===== src/design/mpf_pkg.sv =====
package mpf_pkg;

  localparam logic [31:0] TOPIC_MAX   = 32'd255;
  localparam logic [31:0] PAYLOAD_MAX = 32'd4095;

  localparam logic [7:0] PUBLISH_HDR  = 8'h30;
  localparam logic [7:0] VARINT_MORE  = 8'h80;

  localparam int unsigned BURST_MAX = 5;
  localparam int unsigned CNT_W     = $clog2(BURST_MAX + 1);

  typedef enum logic [1:0] {
    FN_START   = 2'd0,
    FN_TOPIC   = 2'd1,
    FN_PAYLOAD = 2'd2
  } func_t;

  typedef enum logic [1:0] {
    PH_IDLE    = 2'd0,
    PH_TOPIC   = 2'd1,
    PH_PAYLOAD = 2'd2
  } phase_t;

  typedef struct packed {
    logic [CNT_W-1:0]               cnt;
    logic [BURST_MAX-1:0][7:0]      bytes;
    logic [BURST_MAX-1:0]           last;
  } burst_t;

endpackage


===== src/design/mqtt_publish_framer.sv =====
// Channel | Direction | Handshake               | Words
// in_     | input     | in_valid / in_stall     | func, topic_len, payload_len, data_byte
// out_    | output    | out_valid / out_stall   | out_byte, out_is_last
// cfg_    | input     | cfg_valid / cfg_ready   | connected
//
// With out_stall low, one item per cycle for topic and payload bytes; a start item emits 4 or 5 words,
// one per cycle, and stalls the input until its last word moves to the output register.
// Rate is set by the single output register draining the burst register.
// rst_n is synchronous, active low; clears phase, counters, connected and valids.
// out_stall holds the output word; in_stall rises while more than one burst word, or one stalled word, waits.
module mqtt_publish_framer (
  input  logic        clk,
  input  logic        rst_n,
  input  logic        in_valid,
  output logic        in_stall,
  input  logic [1:0]  in_func,
  input  logic [7:0]  in_topic_len,
  input  logic [11:0] in_payload_len,
  input  logic [7:0]  in_data_byte,
  output logic        out_valid,
  input  logic        out_stall,
  output logic [7:0]  out_byte,
  output logic        out_is_last,
  input  logic        cfg_valid,
  output logic        cfg_ready,
  input  logic        cfg_connected
);

  logic            connected_r, connected_nxt;
  logic            acc;
  logic            busy;
  mpf_pkg::burst_t burst;

  assign cfg_ready     = 1'b1;
  assign connected_nxt = (cfg_valid && cfg_ready) ? cfg_connected : connected_r;

  always_ff @(posedge clk) begin
    if (!rst_n) begin
      connected_r <= 1'b0;
    end else begin
      connected_r <= connected_nxt;
    end
  end

  assign in_stall = busy;
  assign acc      = in_valid && !in_stall;

  mpf_frame u_frame (
    .clk         (clk),
    .rst_n       (rst_n),
    .connected   (connected_r),
    .acc         (acc),
    .func        (in_func),
    .topic_len   (in_topic_len),
    .payload_len (in_payload_len),
    .data_byte   (in_data_byte),
    .burst       (burst)
  );

  mpf_burst u_burst (
    .clk         (clk),
    .rst_n       (rst_n),
    .load        (acc),
    .burst       (burst),
    .busy        (busy),
    .out_valid   (out_valid),
    .out_byte    (out_byte),
    .out_is_last (out_is_last),
    .out_stall   (out_stall)
  );

endmodule


===== src/design/mpf_frame.sv =====
module mpf_frame (
  input  logic            clk,
  input  logic            rst_n,
  input  logic            connected,
  input  logic            acc,
  input  logic [1:0]      func,
  input  logic [7:0]      topic_len,
  input  logic [11:0]     payload_len,
  input  logic [7:0]      data_byte,
  output mpf_pkg::burst_t burst
);

  mpf_pkg::phase_t phase_r, phase_nxt;
  logic [7:0]      topic_left_r, topic_left_nxt;
  logic [11:0]     payload_left_r, payload_left_nxt;

  logic            start_ok;
  logic            topic_ok;
  logic            payload_ok;
  logic [7:0]      topic_dec;
  logic [11:0]     payload_dec;
  logic [12:0]     rem;
  logic            two_digits;

  assign topic_dec   = topic_left_r - 8'd1;
  assign payload_dec = payload_left_r - 12'd1;

  assign start_ok = connected && (func == mpf_pkg::FN_START) && (phase_r == mpf_pkg::PH_IDLE)
                    && ({24'd0, topic_len} <= mpf_pkg::TOPIC_MAX)
                    && ({20'd0, payload_len} <= mpf_pkg::PAYLOAD_MAX);
  assign topic_ok   = connected && (func == mpf_pkg::FN_TOPIC) && (phase_r == mpf_pkg::PH_TOPIC);
  assign payload_ok = connected && (func == mpf_pkg::FN_PAYLOAD)
                      && (phase_r == mpf_pkg::PH_PAYLOAD);

  assign rem        = {5'd0, topic_len} + 13'd2 + {1'b0, payload_len};
  assign two_digits = (rem[12:7] != 6'd0);

  // next state
  always_comb begin
    phase_nxt        = phase_r;
    topic_left_nxt   = topic_left_r;
    payload_left_nxt = payload_left_r;
    if (acc && start_ok) begin
      topic_left_nxt   = topic_len;
      payload_left_nxt = payload_len;
      if (topic_len != 8'd0) begin
        phase_nxt = mpf_pkg::PH_TOPIC;
      end else if (payload_len != 12'd0) begin
        phase_nxt = mpf_pkg::PH_PAYLOAD;
      end else begin
        phase_nxt = mpf_pkg::PH_IDLE;
      end
    end else if (acc && topic_ok) begin
      topic_left_nxt = topic_dec;
      if (topic_dec == 8'd0) begin
        phase_nxt = (payload_left_r != 12'd0) ? mpf_pkg::PH_PAYLOAD : mpf_pkg::PH_IDLE;
      end
    end else if (acc && payload_ok) begin
      payload_left_nxt = payload_dec;
      if (payload_dec == 12'd0) begin
        phase_nxt = mpf_pkg::PH_IDLE;
      end
    end
  end

  // burst of result words
  always_comb begin
    burst = '0;
    if (start_ok) begin
      burst.bytes[0] = mpf_pkg::PUBLISH_HDR;
      burst.bytes[1] = {1'b0, rem[6:0]} | (two_digits ? mpf_pkg::VARINT_MORE : 8'd0);
      if (two_digits) begin
        burst.bytes[2] = {2'b00, rem[12:7]};
        burst.bytes[3] = 8'd0;
        burst.bytes[4] = topic_len;
        burst.last[4]  = (topic_len == 8'd0) && (payload_len == 12'd0);
        burst.cnt      = mpf_pkg::CNT_W'(5);
      end else begin
        burst.bytes[2] = 8'd0;
        burst.bytes[3] = topic_len;
        burst.last[3]  = (topic_len == 8'd0) && (payload_len == 12'd0);
        burst.cnt      = mpf_pkg::CNT_W'(4);
      end
    end else if (topic_ok) begin
      burst.bytes[0] = data_byte;
      burst.last[0]  = (topic_dec == 8'd0) && (payload_left_r == 12'd0);
      burst.cnt      = mpf_pkg::CNT_W'(1);
    end else if (payload_ok) begin
      burst.bytes[0] = data_byte;
      burst.last[0]  = (payload_dec == 12'd0);
      burst.cnt      = mpf_pkg::CNT_W'(1);
    end
  end

  always_ff @(posedge clk) begin
    if (!rst_n) begin
      phase_r        <= mpf_pkg::PH_IDLE;
      topic_left_r   <= 8'd0;
      payload_left_r <= 12'd0;
    end else begin
      phase_r        <= phase_nxt;
      topic_left_r   <= topic_left_nxt;
      payload_left_r <= payload_left_nxt;
    end
  end

`ifndef ASSERT_OFF
  a_topic_nonzero: assert property (@(posedge clk) disable iff (!rst_n)
    phase_r == mpf_pkg::PH_TOPIC |-> topic_left_r != 8'd0)
    else $error("topic phase with no topic bytes left");

  a_payload_nonzero: assert property (@(posedge clk) disable iff (!rst_n)
    phase_r == mpf_pkg::PH_PAYLOAD |-> payload_left_r != 12'd0)
    else $error("payload phase with no payload bytes left");
`endif

endmodule


===== src/design/mpf_burst.sv =====
module mpf_burst (
  input  logic            clk,
  input  logic            rst_n,
  input  logic            load,
  input  mpf_pkg::burst_t burst,
  output logic            busy,
  output logic            out_valid,
  output logic [7:0]      out_byte,
  output logic            out_is_last,
  input  logic            out_stall
);

  logic [mpf_pkg::CNT_W-1:0]              cnt_r, cnt_nxt;
  logic [mpf_pkg::BURST_MAX-1:0][7:0]     byte_r, byte_nxt;
  logic [mpf_pkg::BURST_MAX-1:0]          last_r, last_nxt;
  logic                                   ov_r, ov_nxt;
  logic [7:0]                             ob_r, ob_nxt;
  logic                                   ol_r, ol_nxt;
  logic                                   out_free;
  logic                                   mv;

  assign out_free = !ov_r || !out_stall;
  assign mv       = out_free && (cnt_r != '0);
  assign busy     = (cnt_r > mpf_pkg::CNT_W'(1)) || ((cnt_r == mpf_pkg::CNT_W'(1)) && !out_free);

  always_comb begin
    cnt_nxt  = cnt_r;
    byte_nxt = byte_r;
    last_nxt = last_r;
    if (load) begin
      cnt_nxt  = burst.cnt;
      byte_nxt = burst.bytes;
      last_nxt = burst.last;
    end else if (mv) begin
      cnt_nxt  = cnt_r - mpf_pkg::CNT_W'(1);
      byte_nxt = {8'd0, byte_r[mpf_pkg::BURST_MAX-1:1]};
      last_nxt = {1'b0, last_r[mpf_pkg::BURST_MAX-1:1]};
    end
  end

  always_comb begin
    ov_nxt = ov_r;
    ob_nxt = ob_r;
    ol_nxt = ol_r;
    if (mv) begin
      ov_nxt = 1'b1;
      ob_nxt = byte_r[0];
      ol_nxt = last_r[0];
    end else if (out_free) begin
      ov_nxt = 1'b0;
    end
  end

  always_ff @(posedge clk) begin
    if (!rst_n) begin
      cnt_r <= '0;
      ov_r  <= 1'b0;
    end else begin
      cnt_r <= cnt_nxt;
      ov_r  <= ov_nxt;
    end
    byte_r <= byte_nxt;
    last_r <= last_nxt;
    ob_r   <= ob_nxt;
    ol_r   <= ol_nxt;
  end

  assign out_valid   = ov_r;
  assign out_byte    = ob_r;
  assign out_is_last = ol_r;

`ifndef ASSERT_OFF
  a_cnt_range: assert property (@(posedge clk) disable iff (!rst_n)
    cnt_r <= mpf_pkg::CNT_W'(mpf_pkg::BURST_MAX))
    else $error("burst count out of range");

  a_load_free: assert property (@(posedge clk) disable iff (!rst_n)
    load |-> (cnt_r == '0) || mv)
    else $error("burst loaded over pending words");

  a_move_shows: assert property (@(posedge clk) disable iff (!rst_n)
    mv |=> ov_r && (ob_r == $past(byte_r[0])))
    else $error("moved word not presented");
`endif

endmodule

===== config.mk =====
export PLATFORM = sky130hd
export DESIGN_NAME = mqtt_publish_framer
export DESIGN_NICKNAME = d
export VERILOG_FILES = /design/src/design/mpf_pkg.sv /design/src/design/mqtt_publish_framer.sv /design/src/design/mpf_frame.sv /design/src/design/mpf_burst.sv
export SDC_FILE = /design/constraint.sdc
export NUM_CORES = 1
export LEC_CHECK = 0
export ABC_AREA = 1
export BUFFER_PORTS_ARGS = -buffer_cell sky130_fd_sc_hd__buf_2
export CAP_MARGIN = 20
export CORE_MARGIN = 2
export CORE_UTILIZATION = 50
export CTS_BUF_LIST = sky130_fd_sc_hd__clkbuf_4 sky130_fd_sc_hd__clkbuf_8 sky130_fd_sc_hd__clkbuf_16
export DETAILED_ROUTE_END_ITERATION = 6
export HOLD_SLACK_MARGIN = 0.12
export PLACE_DENSITY = 0.72
export SETUP_SLACK_MARGIN = 0.4
export SKIP_CTS_REPAIR_TIMING = 1
export SYNTH_ARGS = -nofsm -noshare
export SYNTH_HDL_FRONTEND = slang
export SYNTH_SLANG_ARGS = --single-unit

===== constraint.sdc =====
create_clock -name clk -period 2.7 [get_ports clk]
set_input_delay 0.135 -clock clk [delete_from_list [all_inputs] [get_ports clk]]
set_output_delay 0.135 -clock clk [all_outputs]
set_load 0.005 [all_outputs]

# Word level (Yosys, flattened, before mapping)

Index checks and enable logic that the tools add are counted.

Flip-flop bits (word level): 81
Word-level logic and storage cells: 107

$add $sub $neg: 5
Magnitude comparators: 1
Equality and inequality tests: 7
Muxes and demuxes: 38
Bitwise gates (word level): 1
Reduce and logical (&&, ||, !) cells: 40

Operator list:

| cell                    | number |
|---|---|
| $mux W40                | 2 |
| $mux W8                 | 7 |
| $logic_not A12 Y1       | 3 |
| $mux W12                | 3 |
| $mux W32                | 1 |
| $reduce_bool A12 Y1     | 2 |
| $mux W2                 | 9 |
| $logic_not A8 Y1        | 2 |
| $mux W16                | 1 |
| $logic_and A1 B1 Y1     | 14 |
| $add A13 B12 Y13        | 1 |
| $mux W3                 | 4 |
| $sub A12 B1 Y12 const B | 1 |
| $mux W5                 | 2 |
| $add A8 B2 Y9 const B   | 1 |
| $mux W1                 | 9 |
| $reduce_bool A3 Y1      | 3 |
| $or A7 B8 Y8            | 1 |
| $reduce_bool A2 Y1      | 4 |
| $reduce_bool A8 Y1      | 1 |
| $sub A8 B1 Y8 const B   | 1 |
| $reduce_bool A6 Y1      | 1 |
| $eq A2 B1 Y1 const B    | 2 |
| $eq A2 B2 Y1 const B    | 2 |
| 10 further kinds        | 15 |

# Depth between registers and ports, before layout

Depth in word-level cells: 11
Mapped depth: 19

# By module

A second synthesis with hierarchy kept.

Cells, all modules: 655
Area total of the unflattened synthesis: 4,946.0 um^2

Modules (own cells, without submodules):

| module              | times used | cells an instance | area each (um^2) |
|---|---|---|---|
| mpf_burst           | 1          | 235               | 2,463.6 |
| mpf_frame           | 1          | 410               | 2,422.3 |
| mqtt_publish_framer | 1          | 10                | 60.1 |

# Worst setup path before layout

OpenSTA, ideal clock, no wires.

Kind: register -> register
Start: register u_burst.cnt_r[0] in the netlist's numbering
End: register u_burst.last_r[1] in the netlist's numbering
Library setup time: 0.116 ns
Arrival time: 2.821 ns
Setup slack: -0.238 ns
Cell stages (with the launch flop): 10
Path buffers: 0
Path through: dfxtp_1 > inv_2 > ha_1 > ha_1 > nor2_1 > inv_1 > nand2_1 > inv_1 > a22oi_1 > inv_1

RTL lines:

| element                  | line            | RTL |
|---|---|---|
| start: declaration       | mpf_burst.sv:13 | `logic [mpf_pkg::CNT_W-1:0] cnt_r, cnt_nxt;` |
| start signal: assignment | mpf_burst.sv:59 | `cnt_r <= cnt_nxt;` |
| $reduce_bool A3 Y1       | mpf_burst.sv:23 | `assign mv = out_free && (cnt_r != '0);` |
| $logic_and A1 B1 Y1      | mpf_burst.sv:23 |  |
| named net u_burst.mv     | mpf_burst.sv:20 | `logic mv;` |
| end signal: assignment   | mpf_burst.sv:63 | `last_r <= last_nxt;` |
| end: declaration         | mpf_burst.sv:15 | `logic [mpf_pkg::BURST_MAX-1:0] last_r, last_nxt;` |

The timed path passes the listed nets, and every way through them passes these cells.
A chain may end at the register's enable or synchronous reset.

==> reports/results.txt <==
dpl hpwl -> 8.67 mm
Fmax -> 451 MHz
depth of the CTS H-tree -> 3
slowest stage cell on the critical path -> ha_4
Placeable Area -> 0.00911 mm²
RSZ-0062 raised after global routing -> true
fraction of layout cells with a size suffix above 1 -> 21.1%
Placer Congestion -> 1.00
Period minus WS final -> 2.22 ns
Total GRT Usage -> 23.9%
#FFs+latches synth -> 81
Inserted Diodes -> 0
initial detailed-routing violation count -> 267
power per cell area -> 816 mW/mm²
clk root buf -> clkbuf_8
die footprint -> 0.0101 mm²
area of the mapped netlist -> 0.00464 mm²
drt total wl -> 11.7 mm
post-DR wirelength/cell -> 15.2 µm
Int Power -> 3050 µW
Critical Path RT -> 2.90 ns
switching part of the total power -> 32.9%
Worst EP arrival -> 2.42 ns
clock buffer depth -> 2
via count -> 4145
clock share of power -> 20.8%
critical path endpoint category -> flip-flop
Logic pwr share -> 32.0%
via count of the first global-routing pass -> 3772
sequential fraction of the synthesis area -> 46.1%
routed vias/inst -> 5.38
cell row count -> 35
Post-Place Setup Slack -> -0.0682 ns
worst skew pair latency -> 0.35 ns
Slew Viols, Final -> 0
CTS sink cnt -> 81
Leak -> 0.00254 µW
Syn. warnings -> 0
die extent in y -> 100 µm
crit-path cells -> buf_4 > ha_4 > nand3_4 > nor3b_2 > xor2_1 > inv_1 > ha_4 > inv_1 > o21ai_2 > a21boi_2 > nand3_1 > nand2_1 > nand2_1 > nor2_2 > nand3_4 > buf_6 > o21ai_1
CTS clk-pin slew, worst paths -> 0.08 ns
Startpoint Class -> input pin
fin worst setup slack -> 0.483 ns
Filler Cell Count -> 812
antenna viol nets, final -> 0
maximum vdd drop -> 0.449 mV
WHS -> 0.0949 ns
setup slack, reg-to-reg -> 0.56 ns
Die X -> 100 µm
Net Sw Power -> 1490 µW
nets@finish -> 710
number of antenna violations at the first check in global routing -> 0
status -> complete, no violations
I/O Buffers -> 46
most area-consuming cells after synthesis -> edfxtp_1 (34%), nand2_1 (14%), dfxtp_1 (13%)
worst-margin pin slew -> 0.583 ns
crit path buf inv count -> 4
relative slew slack -> 61.1%
ys flop type -> edfxtp_1
grt ovf -> 0
CTS Buf Count -> 9
EDFF count, synth -> 52
Seq pwr share -> 47.1%
Crit path max-delay family -> simple AND/OR/NAND/NOR gates
Starting Density -> 51.0%
Syn Inst Count -> 584
area leader, netlist -> edfxtp_1
detailed-route DRC error count -> 0
maxcap violations -> 0
Final setup viols -> 0
crit-path max cell delay -> 0.26 ns
largest net degree at the start of global routing -> 33
asr flop ratio synth -> 0%
top cell type's share of synthesized area -> 33.6%
Post-Route Skew -> 0.0167 ns
IO Pins -> 48
CTS tree -> built
Layout Cell Area excl Fill -> 0.00557 mm²
syn avg cell area -> 7.95 µm²
Final period util -> 82.1%
Hold Violations, Final -> 0
Critical Setup Path Class -> in2reg
syn_nets -> 639
Pre-Repair DR Iteration Count -> 5
Placed Area -> 0.00512 mm²
Cell variety after synth -> 47
Hold Path Class -> in2reg
P&R area growth vs syn -> 20.1%
first-pass GRT wire length -> 18.4 mm
largest fanout on the critical path -> 7
## sequential cells by signal (all words and copies together), names as in the netlist
signal                  cells
u_burst.cnt_r               3
u_frame.payload_left_r     12
u_burst.byte_r             40
u_frame.topic_left_r        8
u_frame.phase_r             2
u_burst.last_r              5
connected_r                 1
u_burst.out_is_last         1
u_burst.out_byte            8
u_burst.out_valid           1
## worst min-delay path, cell delays in order
cell	delay, ns
buf_2	0.07
o21ai_0	0.08
nand2_1	0.06
## cells in the final DEF (no fill, tap or decap), drive strengths merged, types with 2 or more instances in the layout
master	count
o21ai	42
nor2	69
a31oi	10
o211ai	3
nand2	171
edfxtp	52
clkinv	3
clkbuf	12
a21oi	15
or2	3
clkinvlp	2
o21a	2
buf	69
nand3	36
a22oi	2
a22o	5
xor2	9
inv	68
nor3	7
nand4	7
ha	18
nor4	3
a32o	2
dfxtp	29
xnor2	3
dlygate4sd3	4
## final cells by class
type | count | area (µm²) | area share (%)
multi-input combinational | 420 | 2330 | 41.9
sequential | 81 | 2140 | 38.4
timing repair buffer | 73 | 468 | 8.40
inverter | 69 | 267 | 4.78
clock buffer | 12 | 164 | 2.94
tap | 111 | 139 | 2.49
clock inverter | 4 | 51.3 | 0.921
timing repair inverter | 1 | 7.51 | 0.135
## cell usage after synthesis (2+ instances only)
cell type	n
nor4_1	3
a22oi_1	2
nor2_4	2
o211ai_1	3
or2_2	2
a32o_1	2
inv_1	60
a31oi_1	10
dfxtp_1	29
nand2_1	171
nand4_1	7
inv_2	8
xnor2_1	3
nor3_1	6
nor2_1	64
o21ai_0	27
o21a_1	2
buf_6	3
a22o_1	5
ha_1	18
edfxtp_1	52
xor2_1	9
a21oi_1	15
nand3_1	34
clkbuf_1	8
o21ai_1	14
buf_4	3
nor2_2	3
## final timing paths
path,start,end,depth (start not counted)
hold / removal,in_data_byte[6],u_burst.byte_r[6],3
setup reg to reg,u_burst.cnt_r[1],u_burst.byte_r[27],12
setup / recovery,in_topic_len[1],u_burst.byte_r[27],17
hold reg to reg,u_burst.byte_r[2],u_burst.out_byte[2],0
## metrics by stage
| stage | setup TNS, ns | util [%] | cells | power, µW |
|---|---|---|---|---|
| after floorplan | 0 | - | 584 | 3080 |
| after global placement | 0 | 56.2 | 746 | 3510 |
| after detailed placement | -0.920 | 56.2 | 746 | 3570 |
| after CTS | 0 | 58.5 | 762 | 4510 |
| after global routing | 0 | 61.2 | 771 | 4830 |
| final | 0 | 61.2 | 771 | 4550 |
## power by group through the flow
stage	Sequential, µW	Clock (µW)	Combinational, µW
6_report	2140	948	1460
5_1_grt	2180	1020	1630
3_3_place_gp	2150	0	1360
3_5_place_dp	2170	0	1400
4_1_cts	2140	965	1400
2_1_floorplan	2150	0	923
## metal layers
layer	track usage (%)	up-vias	routed length (µm)
li1	-	2078	-
met1	32.8	1903	5320
met2	38.6	143	5520
met3	3.48	21	664
met4	8.64	0	235
met5	0	-	0
## cells by family after synthesis
logic type | synth area share [%]
AO/OA/AOI/OAI | 11.4
XOR/XNOR | 2.26
adder cells (fa/ha/maj) | 5.28
buffers and inverters | 7.44
flip-flops | 46.1
other | 0.0808
AND/OR/NAND/NOR | 27.4
No activity file was read; power rests on OpenSTA's default activity.
